`config.mk`:
```
export PLATFORM = sky130hd
export DESIGN_NAME = extent_cluster_packer
export DESIGN_NICKNAME = d
export VERILOG_FILES = /design/src/rtl/ecp_pkg.sv /design/src/rtl/ecp_front.sv /design/src/rtl/ecp_queue.sv /design/src/rtl/ecp_back.sv /design/src/rtl/extent_cluster_packer.sv
export VERILOG_INCLUDE_DIRS = /design/src /design/src/rtl
export SDC_FILE = /design/constraint.sdc
export NUM_CORES = 2
export LEC_CHECK = 0
export ABC_AREA = 0
export BUFFER_PORTS_ARGS = -buffer_cell sky130_fd_sc_hd__buf_4
export CAP_MARGIN = 5
export CORE_UTILIZATION = 35
export CTS_CLUSTER_SIZE = 10
export DETAILED_ROUTE_END_ITERATION = 8
export PLACE_DENSITY = 0.58
export SLEW_MARGIN = 20
export SYNTH_ARGS = -nofsm -noshare
export SYNTH_HDL_FRONTEND = slang
export SYNTH_SLANG_ARGS = --single-unit
export TNS_END_PERCENT = 10
```
`constraint.sdc`:
```
create_clock -name clk -period 27.6 [get_ports clk]
set_input_delay 1.38 -clock clk [delete_from_list [all_inputs] [get_ports clk]]
set_output_delay 1.38 -clock clk [all_outputs]
set_load 0.01 [all_outputs]
```
`src/rtl/extent_cluster_packer_defines.svh`:
```
// ----------------------------------------------------------------------------
// extent_cluster_packer assertion macros
// Concurrent assertion helpers for the extent cluster packer, empty in synthesis.
// ----------------------------------------------------------------------------
`ifndef EXTENT_CLUSTER_PACKER_DEFINES_SVH
`define EXTENT_CLUSTER_PACKER_DEFINES_SVH

`ifndef SYNTH
// same-cycle implication, sampled on clk, off during reset
`define ECP_ASSERT_IMPLY(label, ante, cons) \
  label: assert property (@(posedge clk) disable iff (!rst_n) (ante) |-> (cons)) \
    else $error("extent_cluster_packer: assertion failed");
// next-cycle implication, sampled on clk, off during reset
`define ECP_ASSERT_NEXT(label, ante, cons) \
  label: assert property (@(posedge clk) disable iff (!rst_n) (ante) |=> (cons)) \
    else $error("extent_cluster_packer: assertion failed");
`else
`define ECP_ASSERT_IMPLY(label, ante, cons)
`define ECP_ASSERT_NEXT(label, ante, cons)
`endif

`endif

```
`src/rtl/ecp_pkg.sv`:
```
// ----------------------------------------------------------------------------
// ecp_pkg
// Shared types, constants and helpers of the extent cluster packer.
// ----------------------------------------------------------------------------
package ecp_pkg;

  // field widths
  localparam int unsigned LEN_W      = 25;
  localparam int unsigned POS_W      = 24;
  localparam int unsigned GRP_W      = 16;
  localparam int unsigned ADDR_W     = 64;
  localparam int unsigned CS_W       = 5;
  localparam int unsigned AS_W       = 4;
  localparam int unsigned CFG_DATA_W = 5;
  localparam int unsigned CFG_ADDR_W = 1;
  localparam int unsigned NUM_PARTS  = 3;

  // plan queue depth between front and back
  localparam int unsigned ECP_QUEUE_DEPTH = 2;

  // configuration register indexes
  localparam logic [CFG_ADDR_W-1:0] CFG_CLUSTER_SHIFT = 1'b0;
  localparam logic [CFG_ADDR_W-1:0] CFG_ALIGN_SHIFT   = 1'b1;

  // register reset values and cluster shift bounds
  localparam logic [CS_W-1:0] CS_RESET = 5'd20;
  localparam logic [AS_W-1:0] AS_RESET = 4'd12;
  localparam logic [CS_W-1:0] CS_MIN   = 5'd9;
  localparam logic [CS_W-1:0] CS_MAX   = 5'd24;

  localparam logic [GRP_W-1:0] GRP_MAX = 16'hFFFF;

  typedef enum logic [1:0] {
    KIND_PLACED = 2'd0,
    KIND_MEMORY = 2'd1,
    KIND_REJECT = 2'd2
  } part_kind_t;

  typedef struct packed {
    logic              start_batch;
    logic [LEN_W-1:0]  data_length;
    logic [ADDR_W-1:0] file_position;
    logic [ADDR_W-1:0] old_disk_position;
    logic [ADDR_W-1:0] owner_id;
  } ecp_in_t;

  typedef struct packed {
    part_kind_t        part_kind;
    logic [GRP_W-1:0]  group_index;
    logic [POS_W-1:0]  cluster_position;
    logic [LEN_W-1:0]  part_length;
    logic [ADDR_W-1:0] part_file_position;
    logic [ADDR_W-1:0] part_old_disk_position;
    logic [ADDR_W-1:0] part_owner;
    logic              last_part;
  } ecp_out_t;

  // one part of an extent, offset is relative to the extent start
  typedef struct packed {
    part_kind_t       kind;
    logic [GRP_W-1:0] grp;
    logic [POS_W-1:0] pos;
    logic [LEN_W-1:0] len;
    logic [LEN_W-1:0] off;
  } ecp_part_t;

  // classified extent: head, aligned and tail slots with a present mask
  typedef struct packed {
    ecp_part_t [NUM_PARTS-1:0] parts;
    logic [NUM_PARTS-1:0]      present;
    logic [ADDR_W-1:0]         file_position;
    logic [ADDR_W-1:0]         old_disk_position;
    logic [ADDR_W-1:0]         owner_id;
  } ecp_plan_t;

  // effective cluster shift
  function automatic logic [CS_W-1:0] ecp_clamp_cs(input logic [CS_W-1:0] cs);
    logic [CS_W-1:0] res;
    if (cs < CS_MIN) res = CS_MIN;
    else if (cs > CS_MAX) res = CS_MAX;
    else res = cs;
    return res;
  endfunction

  // cluster size in bytes for an effective shift
  function automatic logic [LEN_W-1:0] ecp_cluster_size(input logic [CS_W-1:0] cs_eff);
    return LEN_W'(1) << cs_eff;
  endfunction

  // group count after taking a group, saturating
  function automatic logic [GRP_W-1:0] ecp_take(input logic open, input logic [GRP_W-1:0] g);
    logic [GRP_W-1:0] res;
    if (open && (g != GRP_MAX)) res = g + 1'b1;
    else res = g;
    return res;
  endfunction

  // group index from a group count
  function automatic logic [GRP_W-1:0] ecp_index(input logic [GRP_W-1:0] g);
    return (g == '0) ? '0 : g - 1'b1;
  endfunction

endpackage

```
`src/rtl/ecp_front.sv`:
```
// ----------------------------------------------------------------------------
// ecp_front
// Holds configuration and packing state, accepts extents and splits each
// into a plan of up to three parts.
// ----------------------------------------------------------------------------
module ecp_front import ecp_pkg::*; (
  input  logic                  clk,
  input  logic                  rst_n,
  input  logic                  cfg_we,
  input  logic [CFG_ADDR_W-1:0] cfg_addr,
  input  logic [CFG_DATA_W-1:0] cfg_wdata,
  input  logic                  in_valid,
  output logic                  in_ready,
  input  ecp_in_t               in_data,
  input  logic                  q_full,
  output logic                  q_push,
  output ecp_plan_t             q_plan,
  output logic [LEN_W-1:0]      csize
);

  logic [CS_W-1:0]  cs_r, cs_nxt;
  logic [AS_W-1:0]  as_r, as_nxt;
  logic [POS_W-1:0] fill_r, fill_nxt;
  logic [GRP_W-1:0] grp_r, grp_nxt;
  logic             open_r, open_nxt;

  logic [CS_W-1:0]  cs_eff, as_eff;
  logic [LEN_W-1:0] amask, len;
  logic [LEN_W-1:0] fill0, fill1, fill2, fill3;
  logic [GRP_W-1:0] grp0, grp_h, grp_a_in, grp_a;
  logic             open0, open1, open_a_in;
  logic             reject, close, split, al_v, tail_v, wrap, accept;
  logic [LEN_W:0]   sum, over;
  logic [LEN_W-1:0] head_len, rem1, off1, al, tail, off2;

  // effective geometry
  always_comb begin
    cs_eff = ecp_clamp_cs(cs_r);
    as_eff = ({1'b0, as_r} > cs_eff) ? cs_eff : {1'b0, as_r};
    csize  = ecp_cluster_size(cs_eff);
    amask  = (LEN_W'(1) << as_eff) - LEN_W'(1);
  end

  // classify the extent
  always_comb begin
    len   = in_data.data_length;
    fill0 = in_data.start_batch ? '0 : {1'b0, fill_r};
    grp0  = in_data.start_batch ? '0 : grp_r;
    open0 = in_data.start_batch | open_r;

    reject = len > csize;
    close  = fill0 >= csize;
    fill1  = close ? '0 : fill0;
    open1  = close | open0;

    // head part fills the current cluster
    sum      = {1'b0, fill1} + {1'b0, len};
    split    = sum > {1'b0, csize};
    over     = sum - {1'b0, csize};
    head_len = csize - fill1;
    grp_h    = ecp_take(open1, grp0);

    rem1      = split ? over[LEN_W-1:0] : len;
    off1      = split ? head_len : '0;
    fill2     = split ? '0 : fill1;
    grp_a_in  = split ? grp_h : grp0;
    open_a_in = split | open1;

    // aligned part and memory tail
    al     = rem1 & ~amask;
    al_v   = al != '0;
    grp_a  = ecp_take(open_a_in, grp_a_in);
    fill3  = fill2 + al;
    wrap   = fill3 >= csize;
    tail   = rem1 & amask;
    tail_v = tail != '0;
    off2   = off1 + al;
  end

  // plan for the back end
  always_comb begin
    q_plan.file_position     = in_data.file_position;
    q_plan.old_disk_position = in_data.old_disk_position;
    q_plan.owner_id          = in_data.owner_id;
    if (reject) begin
      q_plan.parts[0] = '{kind: KIND_REJECT, grp: '0, pos: '0, len: len, off: '0};
    end else begin
      q_plan.parts[0] = '{kind: KIND_PLACED, grp: ecp_index(grp_h), pos: fill1[POS_W-1:0],
                          len: head_len, off: '0};
    end
    q_plan.parts[1] = '{kind: KIND_PLACED, grp: ecp_index(grp_a), pos: fill2[POS_W-1:0],
                        len: al, off: off1};
    q_plan.parts[2] = '{kind: KIND_MEMORY, grp: '0, pos: '0, len: tail, off: off2};
    q_plan.present  = {~reject & tail_v, ~reject & al_v, reject | split};
  end

  // handshake
  assign in_ready = ~q_full;
  assign accept   = in_valid & in_ready;
  assign q_push   = accept & (q_plan.present != '0);

  // configuration and packing state update
  always_comb begin
    cs_nxt   = cs_r;
    as_nxt   = as_r;
    fill_nxt = fill_r;
    grp_nxt  = grp_r;
    open_nxt = open_r;
    if (cfg_we) begin
      case (cfg_addr)
        CFG_CLUSTER_SHIFT: cs_nxt = cfg_wdata;
        CFG_ALIGN_SHIFT:   as_nxt = cfg_wdata[AS_W-1:0];
        default: ;
      endcase
    end
    if (accept) begin
      if (reject) begin
        fill_nxt = fill0[POS_W-1:0];
        grp_nxt  = grp0;
        open_nxt = open0;
      end else if (al_v) begin
        fill_nxt = wrap ? '0 : fill3[POS_W-1:0];
        grp_nxt  = grp_a;
        open_nxt = wrap;
      end else begin
        fill_nxt = fill2[POS_W-1:0];
        grp_nxt  = split ? grp_h : grp0;
        open_nxt = open_a_in;
      end
    end
  end

  always_ff @(posedge clk) begin
    if (!rst_n) begin
      cs_r   <= CS_RESET;
      as_r   <= AS_RESET;
      fill_r <= '0;
      grp_r  <= '0;
      open_r <= 1'b1;
    end else begin
      cs_r   <= cs_nxt;
      as_r   <= as_nxt;
      fill_r <= fill_nxt;
      grp_r  <= grp_nxt;
      open_r <= open_nxt;
    end
  end

endmodule

```
`src/rtl/ecp_queue.sv`:
```
// ----------------------------------------------------------------------------
// ecp_queue
// Small first-in first-out queue of extent plans between front and back.
// ----------------------------------------------------------------------------
module ecp_queue import ecp_pkg::*; #(
  parameter int unsigned Depth = ECP_QUEUE_DEPTH
) (
  input  logic      clk,
  input  logic      rst_n,
  input  logic      push,
  input  ecp_plan_t plan_in,
  output logic      full,
  output logic      valid,
  output ecp_plan_t plan_out,
  input  logic      pop
);

  localparam int unsigned PtrW = (Depth > 1) ? $clog2(Depth) : 1;
  localparam int unsigned CntW = $clog2(Depth + 1);

  ecp_plan_t         mem_r [Depth];
  logic [PtrW-1:0]   wr_ptr_r, wr_ptr_nxt;
  logic [PtrW-1:0]   rd_ptr_r, rd_ptr_nxt;
  logic [CntW-1:0]   count_r, count_nxt;

  assign full     = count_r == CntW'(Depth);
  assign valid    = count_r != '0;
  assign plan_out = mem_r[rd_ptr_r];

  // pointer and fill count
  always_comb begin
    wr_ptr_nxt = wr_ptr_r;
    rd_ptr_nxt = rd_ptr_r;
    count_nxt  = count_r;
    if (push) wr_ptr_nxt = (wr_ptr_r == PtrW'(Depth - 1)) ? '0 : wr_ptr_r + 1'b1;
    if (pop)  rd_ptr_nxt = (rd_ptr_r == PtrW'(Depth - 1)) ? '0 : rd_ptr_r + 1'b1;
    if (push && !pop) count_nxt = count_r + 1'b1;
    else if (pop && !push) count_nxt = count_r - 1'b1;
  end

  always_ff @(posedge clk) begin
    if (!rst_n) begin
      wr_ptr_r <= '0;
      rd_ptr_r <= '0;
      count_r  <= '0;
    end else begin
      wr_ptr_r <= wr_ptr_nxt;
      rd_ptr_r <= rd_ptr_nxt;
      count_r  <= count_nxt;
    end
  end

  // plan storage
  always_ff @(posedge clk) begin
    if (push) mem_r[wr_ptr_r] <= plan_in;
  end

endmodule

```
`src/rtl/ecp_back.sv`:
```
// ----------------------------------------------------------------------------
// ecp_back
// Walks the parts of the queued plan, one per cycle while out_ready allows,
// and drives the result register with part positions and the last-part flag.
// ----------------------------------------------------------------------------
module ecp_back import ecp_pkg::*; (
  input  logic      clk,
  input  logic      rst_n,
  input  logic      q_valid,
  input  ecp_plan_t q_plan,
  output logic      q_pop,
  output logic      out_valid,
  input  logic      out_ready,
  output ecp_out_t  out_data
);

  logic [NUM_PARTS-1:0] done_r, done_nxt;
  logic                 out_valid_r, out_valid_nxt;
  ecp_out_t             out_data_r;

  logic [NUM_PARTS-1:0] rest, cur;
  logic                 last, load;
  ecp_part_t            desc;

  // pick the next part still to send
  always_comb begin
    rest = q_plan.present & ~done_r;
    cur  = rest & (~rest + 1'b1);
    last = (rest & ~cur) == '0;
    if (cur[0]) desc = q_plan.parts[0];
    else if (cur[1]) desc = q_plan.parts[1];
    else desc = q_plan.parts[2];
  end

  assign load  = q_valid & (~out_valid_r | out_ready);
  assign q_pop = load & last;

  // part progress and result valid
  always_comb begin
    done_nxt      = done_r;
    out_valid_nxt = out_valid_r;
    if (load) begin
      done_nxt      = last ? '0 : (done_r | cur);
      out_valid_nxt = 1'b1;
    end else if (out_ready) begin
      out_valid_nxt = 1'b0;
    end
  end

  always_ff @(posedge clk) begin
    if (!rst_n) begin
      done_r      <= '0;
      out_valid_r <= 1'b0;
    end else begin
      done_r      <= done_nxt;
      out_valid_r <= out_valid_nxt;
    end
  end

  // result register
  always_ff @(posedge clk) begin
    if (load) begin
      out_data_r.part_kind              <= desc.kind;
      out_data_r.group_index            <= desc.grp;
      out_data_r.cluster_position       <= desc.pos;
      out_data_r.part_length            <= desc.len;
      out_data_r.part_file_position     <= q_plan.file_position + ADDR_W'(desc.off);
      out_data_r.part_old_disk_position <= q_plan.old_disk_position + ADDR_W'(desc.off);
      out_data_r.part_owner             <= q_plan.owner_id;
      out_data_r.last_part              <= last;
    end
  end

  assign out_valid = out_valid_r;
  assign out_data  = out_data_r;

endmodule

```
`src/rtl/extent_cluster_packer.sv`:
```
// ----------------------------------------------------------------------------
// extent_cluster_packer
// Packs data extents into fixed-size clusters, splitting overflowing extents
// into a cluster head, an aligned part and an unaligned memory tail.
// ----------------------------------------------------------------------------
// The front stage takes one extent per cycle while the plan queue has room,
// updates the fill offset and group count at once and queues the extent's
// parts; the back stage sends one result per cycle from its output register
// while out_ready allows, one per part of an extent and none for an empty
// extent. The first result of an extent passes through the plan queue and
// the back-stage result register. Configuration writes take effect on the
// next cycle and must only be made while the block is idle.
module extent_cluster_packer import ecp_pkg::*; #(
  parameter int unsigned QueueDepth = ECP_QUEUE_DEPTH
) (
  input  logic                  clk,
  input  logic                  rst_n,
  input  logic                  cfg_we,
  input  logic [CFG_ADDR_W-1:0] cfg_addr,
  input  logic [CFG_DATA_W-1:0] cfg_wdata,
  input  logic                  in_valid,
  output logic                  in_ready,
  input  ecp_in_t               in_data,
  output logic                  out_valid,
  input  logic                  out_ready,
  output ecp_out_t              out_data
);

`include "extent_cluster_packer_defines.svh"

  logic             q_push, q_full, q_valid, q_pop;
  ecp_plan_t        q_plan_in, q_plan_out;
  logic [LEN_W-1:0] csize;

  // extent classification and packing state
  ecp_front u_front (
    .clk       (clk),
    .rst_n     (rst_n),
    .cfg_we    (cfg_we),
    .cfg_addr  (cfg_addr),
    .cfg_wdata (cfg_wdata),
    .in_valid  (in_valid),
    .in_ready  (in_ready),
    .in_data   (in_data),
    .q_full    (q_full),
    .q_push    (q_push),
    .q_plan    (q_plan_in),
    .csize     (csize)
  );

  // plan queue
  ecp_queue #(
    .Depth (QueueDepth)
  ) u_queue (
    .clk      (clk),
    .rst_n    (rst_n),
    .push     (q_push),
    .plan_in  (q_plan_in),
    .full     (q_full),
    .valid    (q_valid),
    .plan_out (q_plan_out),
    .pop      (q_pop)
  );

  // part sequencing and result register
  ecp_back u_back (
    .clk       (clk),
    .rst_n     (rst_n),
    .q_valid   (q_valid),
    .q_plan    (q_plan_out),
    .q_pop     (q_pop),
    .out_valid (out_valid),
    .out_ready (out_ready),
    .out_data  (out_data)
  );

  // a placed part never runs past the end of its cluster
  `ECP_ASSERT_IMPLY(a_placed_fits, out_valid && out_data.part_kind == KIND_PLACED, ((LEN_W + 1)'(out_data.cluster_position) + (LEN_W + 1)'(out_data.part_length) <= (LEN_W + 1)'(csize)))
  // a rejected extent gives a single result
  `ECP_ASSERT_IMPLY(a_reject_last, out_valid && out_data.part_kind == KIND_REJECT, out_data.last_part)
  // only extents with at least one part enter the queue
  `ECP_ASSERT_IMPLY(a_push_nonempty, q_push, q_plan_in.present != '0)
  // sending the last part of a full queue frees a slot
  `ECP_ASSERT_NEXT(a_pop_frees, q_pop && !q_push && q_full, !q_full)

endmodule
```
==> impl_results.md <==
- Wire per inst: between 20 and 25 um
- Core area: ~0.16 sq mm
- Drt pass-1 iters: 5
- Gate Count Post-Synth: roughly 4200
- Die width: ~400 um
- Number of synthesized flops with an enable pin: 1062
- Commonest non-fill, non-tap cell in the layout: edfxtp_1
- Area grow syn2layout: 18.51%
- Unrepaired setup endpoints after global routing: false
- # hold bufs at CTS: 0
- FF-to-FF path depth: 65
- Hold Startpoint: u_back.done_r[2]$_SDFFE_PN0P_
- CP required: between 20 and 30 ns
- I/O pins: 491
- DP Wirelength: 113.8 mm
- Cell area after synthesis: 0.05528 sq mm
- Post-detailed-route via-to-cell ratio: 5.254
- Total routed wirelength: 157.5 mm
- Delay-heaviest family, CP: compound AO/OA/AOI/OAI gates
- Synthesized area per cell: approximately 13 sq um
- H-tree depth: 4
- Row cnt: around 150
- Initial antenna violation count: 17
- Most common cell type on the critical path: a21o_1
- Peak Freq: 66.45 MHz
- CTS tree: yes
- Crit path DAT: 15.75 ns
- Worst slew pin tran: between 1 and 1.5 ns
- WS Path Type: reg -> reg
- Slew margin rel.: 0.2519
- Final hold vios: 0
- WHS Endpoint: u_back.done_r[2]$_SDFFE_PN0P_
- DRT antenna net count: 0
- IR drop worst, VDD: 0.07468 mV
- Multi-input gate area: 0.02144 sq mm
- Die Y: roughly 400 um
- Setup bufs post-CTS: 0
- Crit path buffers/inverters: 5
- Yosys warns: 0
- Iteration-0 DRC Markers: 2696
- Final Cycle Share: 0.5452
- Type of origin of the critical path: flop
- Slowest CP cell: and2_1
- Clock root buffer: clkbuf_16
- PD cells: 95.48 mW/mm^2
- Tightest Hold Check Type: reg -> reg
- Grt ovf: 0
- Placer Congestion: between 0.9 and 1
- Pin count of the biggest net entering global routing: around 150
- Top-area cell type share of the netlist area: 0.5769
- Post-layout nets: approximately 5300
- Critical Path Max Stage Delay: ~0.76 ns
- Hold path depth: 2
- Reg2reg setup slack: approximately 13 ns
- Largest cells by area after synthesis: edfxtp_1, ha_1, mux2i_1
- DIE AREA: 0.1595 sq mm
- IO buf count: 490
- Pleak: 0.02390 uW
- Ys async rst share: 0
- Total Routing Usage GR: 0.1923
- RR Startpoint: u_front.cs_r[4]$_SDFFE_PN1P_
- Initial Util: 0.3531
- Clk Latency, worst-skew pair: roughly 0.77 ns
- Reg-to-Reg End: u_front.fill_r[7]$_SDFFE_PN0P_
- Setup TNS: 0 ns
- Clock Pin Slew Worst Setup and Hold Paths: approximately 0.06 ns
- CP endpoint kind: flop
- Prevailing post-synth register cell: edfxtp_1
- Clock sinks: between 1000 and 1500
- CP max FO: 43
- Fill cells: around 15000
- Seq/Total Area, Yosys: 0.5983
- Netlist cell types: between 90 and 100
- Resized cells post-CTS: 0
- Vias: 36500
- Synthesized flop and latch total: roughly 1100
- Clk_skew: 0.03246 ns
- Max clock buf depth: 3
- CP Launch Point: u_front.cs_r[4]$_SDFFE_PN1P_
- First-pass GRT wire length: about 230 mm
- Final setup violation count: 0
- Yosys top cell by area: edfxtp_1
- Crit path time final: between 15 and 20 ns
- Share of cells above drive strength 1: 0.1935
- Residual DRC count: 0
- Max_cap viols: 0
- Min Hold Slack: 0.4535 ns
- Status: finished clean
- CTS Buf Count: 136
- Vias in the first global route: between 30000 and 40000
- Commonest non-fill, non-tap cells in the layout: edfxtp_1, buf_4, nand2_1
- Final Max Slew Viols: 0
- Total area of sequential cells: between 0.03 and 0.04 sq mm
[worst max path at each step]
stage	end	slack, ns	cells after the start
finish	u_front.fill_r[7]$_SDFFE_PN0P_	12.55	65
global route	u_front.fill_r[5]$_SDFFE_PN0P_	11.41	65
detailed placement	u_front.fill_r[15]$_SDFFE_PN0P_	12.42	62
global placement	u_front.fill_r[21]$_SDFFE_PN0P_	12.62	60
floorplan	u_queue.mem_r[1][0]$_DFFE_PP_	7.38	53
CTS	u_front.fill_r[15]$_SDFFE_PN0P_	12.70	65
[cell type report]
| class | instances | area share |
|---|---|---|
| clock inverter | 27 | 0.004412 |
| multi-input combinational | 2906 | 0.3272 |
| clock buffer | 179 | 0.05554 |
| timing repair buffer | 538 | 0.06222 |
| inverter | 103 | 0.005901 |
| antenna | 14 | 0.0005347 |
| sequential | 1121 | 0.5049 |
| tap | 2058 | 0.03930 |
[flip-flops by register name, indices dropped and copies added (netlist names), named ones only]
| register | count |
|---|---|
| u_back.out_data | 260 |
| u_front.fill_r | 24 |
| u_front.cs_r | 5 |
| u_front.open_r | 1 |
| u_back.out_valid | 1 |
| u_back.done_r | 3 |
| u_front.grp_r | 16 |
| u_queue.mem_r | 802 |
| u_queue.wr_ptr_r | 1 |
| u_queue.count_r | 2 |
| u_front.as_r | 4 |
| u_queue.rd_ptr_r | 1 |
[cells by family (layout without fill, tap and decap cells)]
group	after synthesis	after routing	synth area share
compound gates	752	752	0.08992
xor+xnor	300	300	0.04753
fa+ha+maj	262	262	0.06025
buf+inv	250	847	0.01838
flops	1121	1121	0.5983
mux	358	358	0.07938
other cells	2	71	0.0001359
simple gates	1177	1177	0.1062
[Yosys cell counts (97+ instances only)]
| library cell | number |
|---|---|
| edfxtp_1 | 1062 |
| nand2_1 | 288 |
| nor2_1 | 286 |
| ha_1 | 255 |
| xnor2_1 | 192 |
| a21oi_1 | 189 |
| mux2i_1 | 179 |
| o21ai_0 | 153 |
| mux2_2 | 126 |
| nor2b_1 | 126 |
| xor2_1 | 108 |
| inv_1 | 102 |
| nand3_1 | 97 |
[power breakdown]
part	leakage, uW	total (uW)	internal (uW)	switching, uW
Clock	0.00191	1620	932	683
Combinational	0.0115	2080	818	1260
Sequential	0.0105	2560	2440	117
Total	0.0239	6260	4190	2060
[routing by layer]
layer | up-vias | GRT usage | routed length [um]
met5 | - | 0 | 39
li1 | 17110 | - | -
met4 | 6 | 0.07286 | 4990
met2 | 1137 | 0.3042 | 72580
met1 | 17990 | 0.2590 | 69690
met3 | 250 | 0.03893 | 10230
[tightest hold or removal path: stages (launching register included)]
cell and delay, ns:
dfxtp_1 0.31, nand2_1 0.06, a21oi_1 0.04
[per-stage QoR]
stage | cells | instance area (sq um) | worst slack (ns) | util | total power [uW]
2_1_floorplan | 4277 | 55490 | 7.381 | - | 3923
3_3_place_gp | 6726 | 61540 | 12.62 | 0.3930 | 4665
3_5_place_dp | 6726 | 61550 | 12.42 | 0.3931 | 4690
4_1_cts | 6932 | 65480 | 12.70 | 0.4182 | 6333
5_1_grt | 6942 | 65510 | 11.41 | 0.4184 | 6588
6_report | 6946 | 65520 | 12.55 | 0.4184 | 6255
No activity file was read; power rests on OpenSTA's default activity.
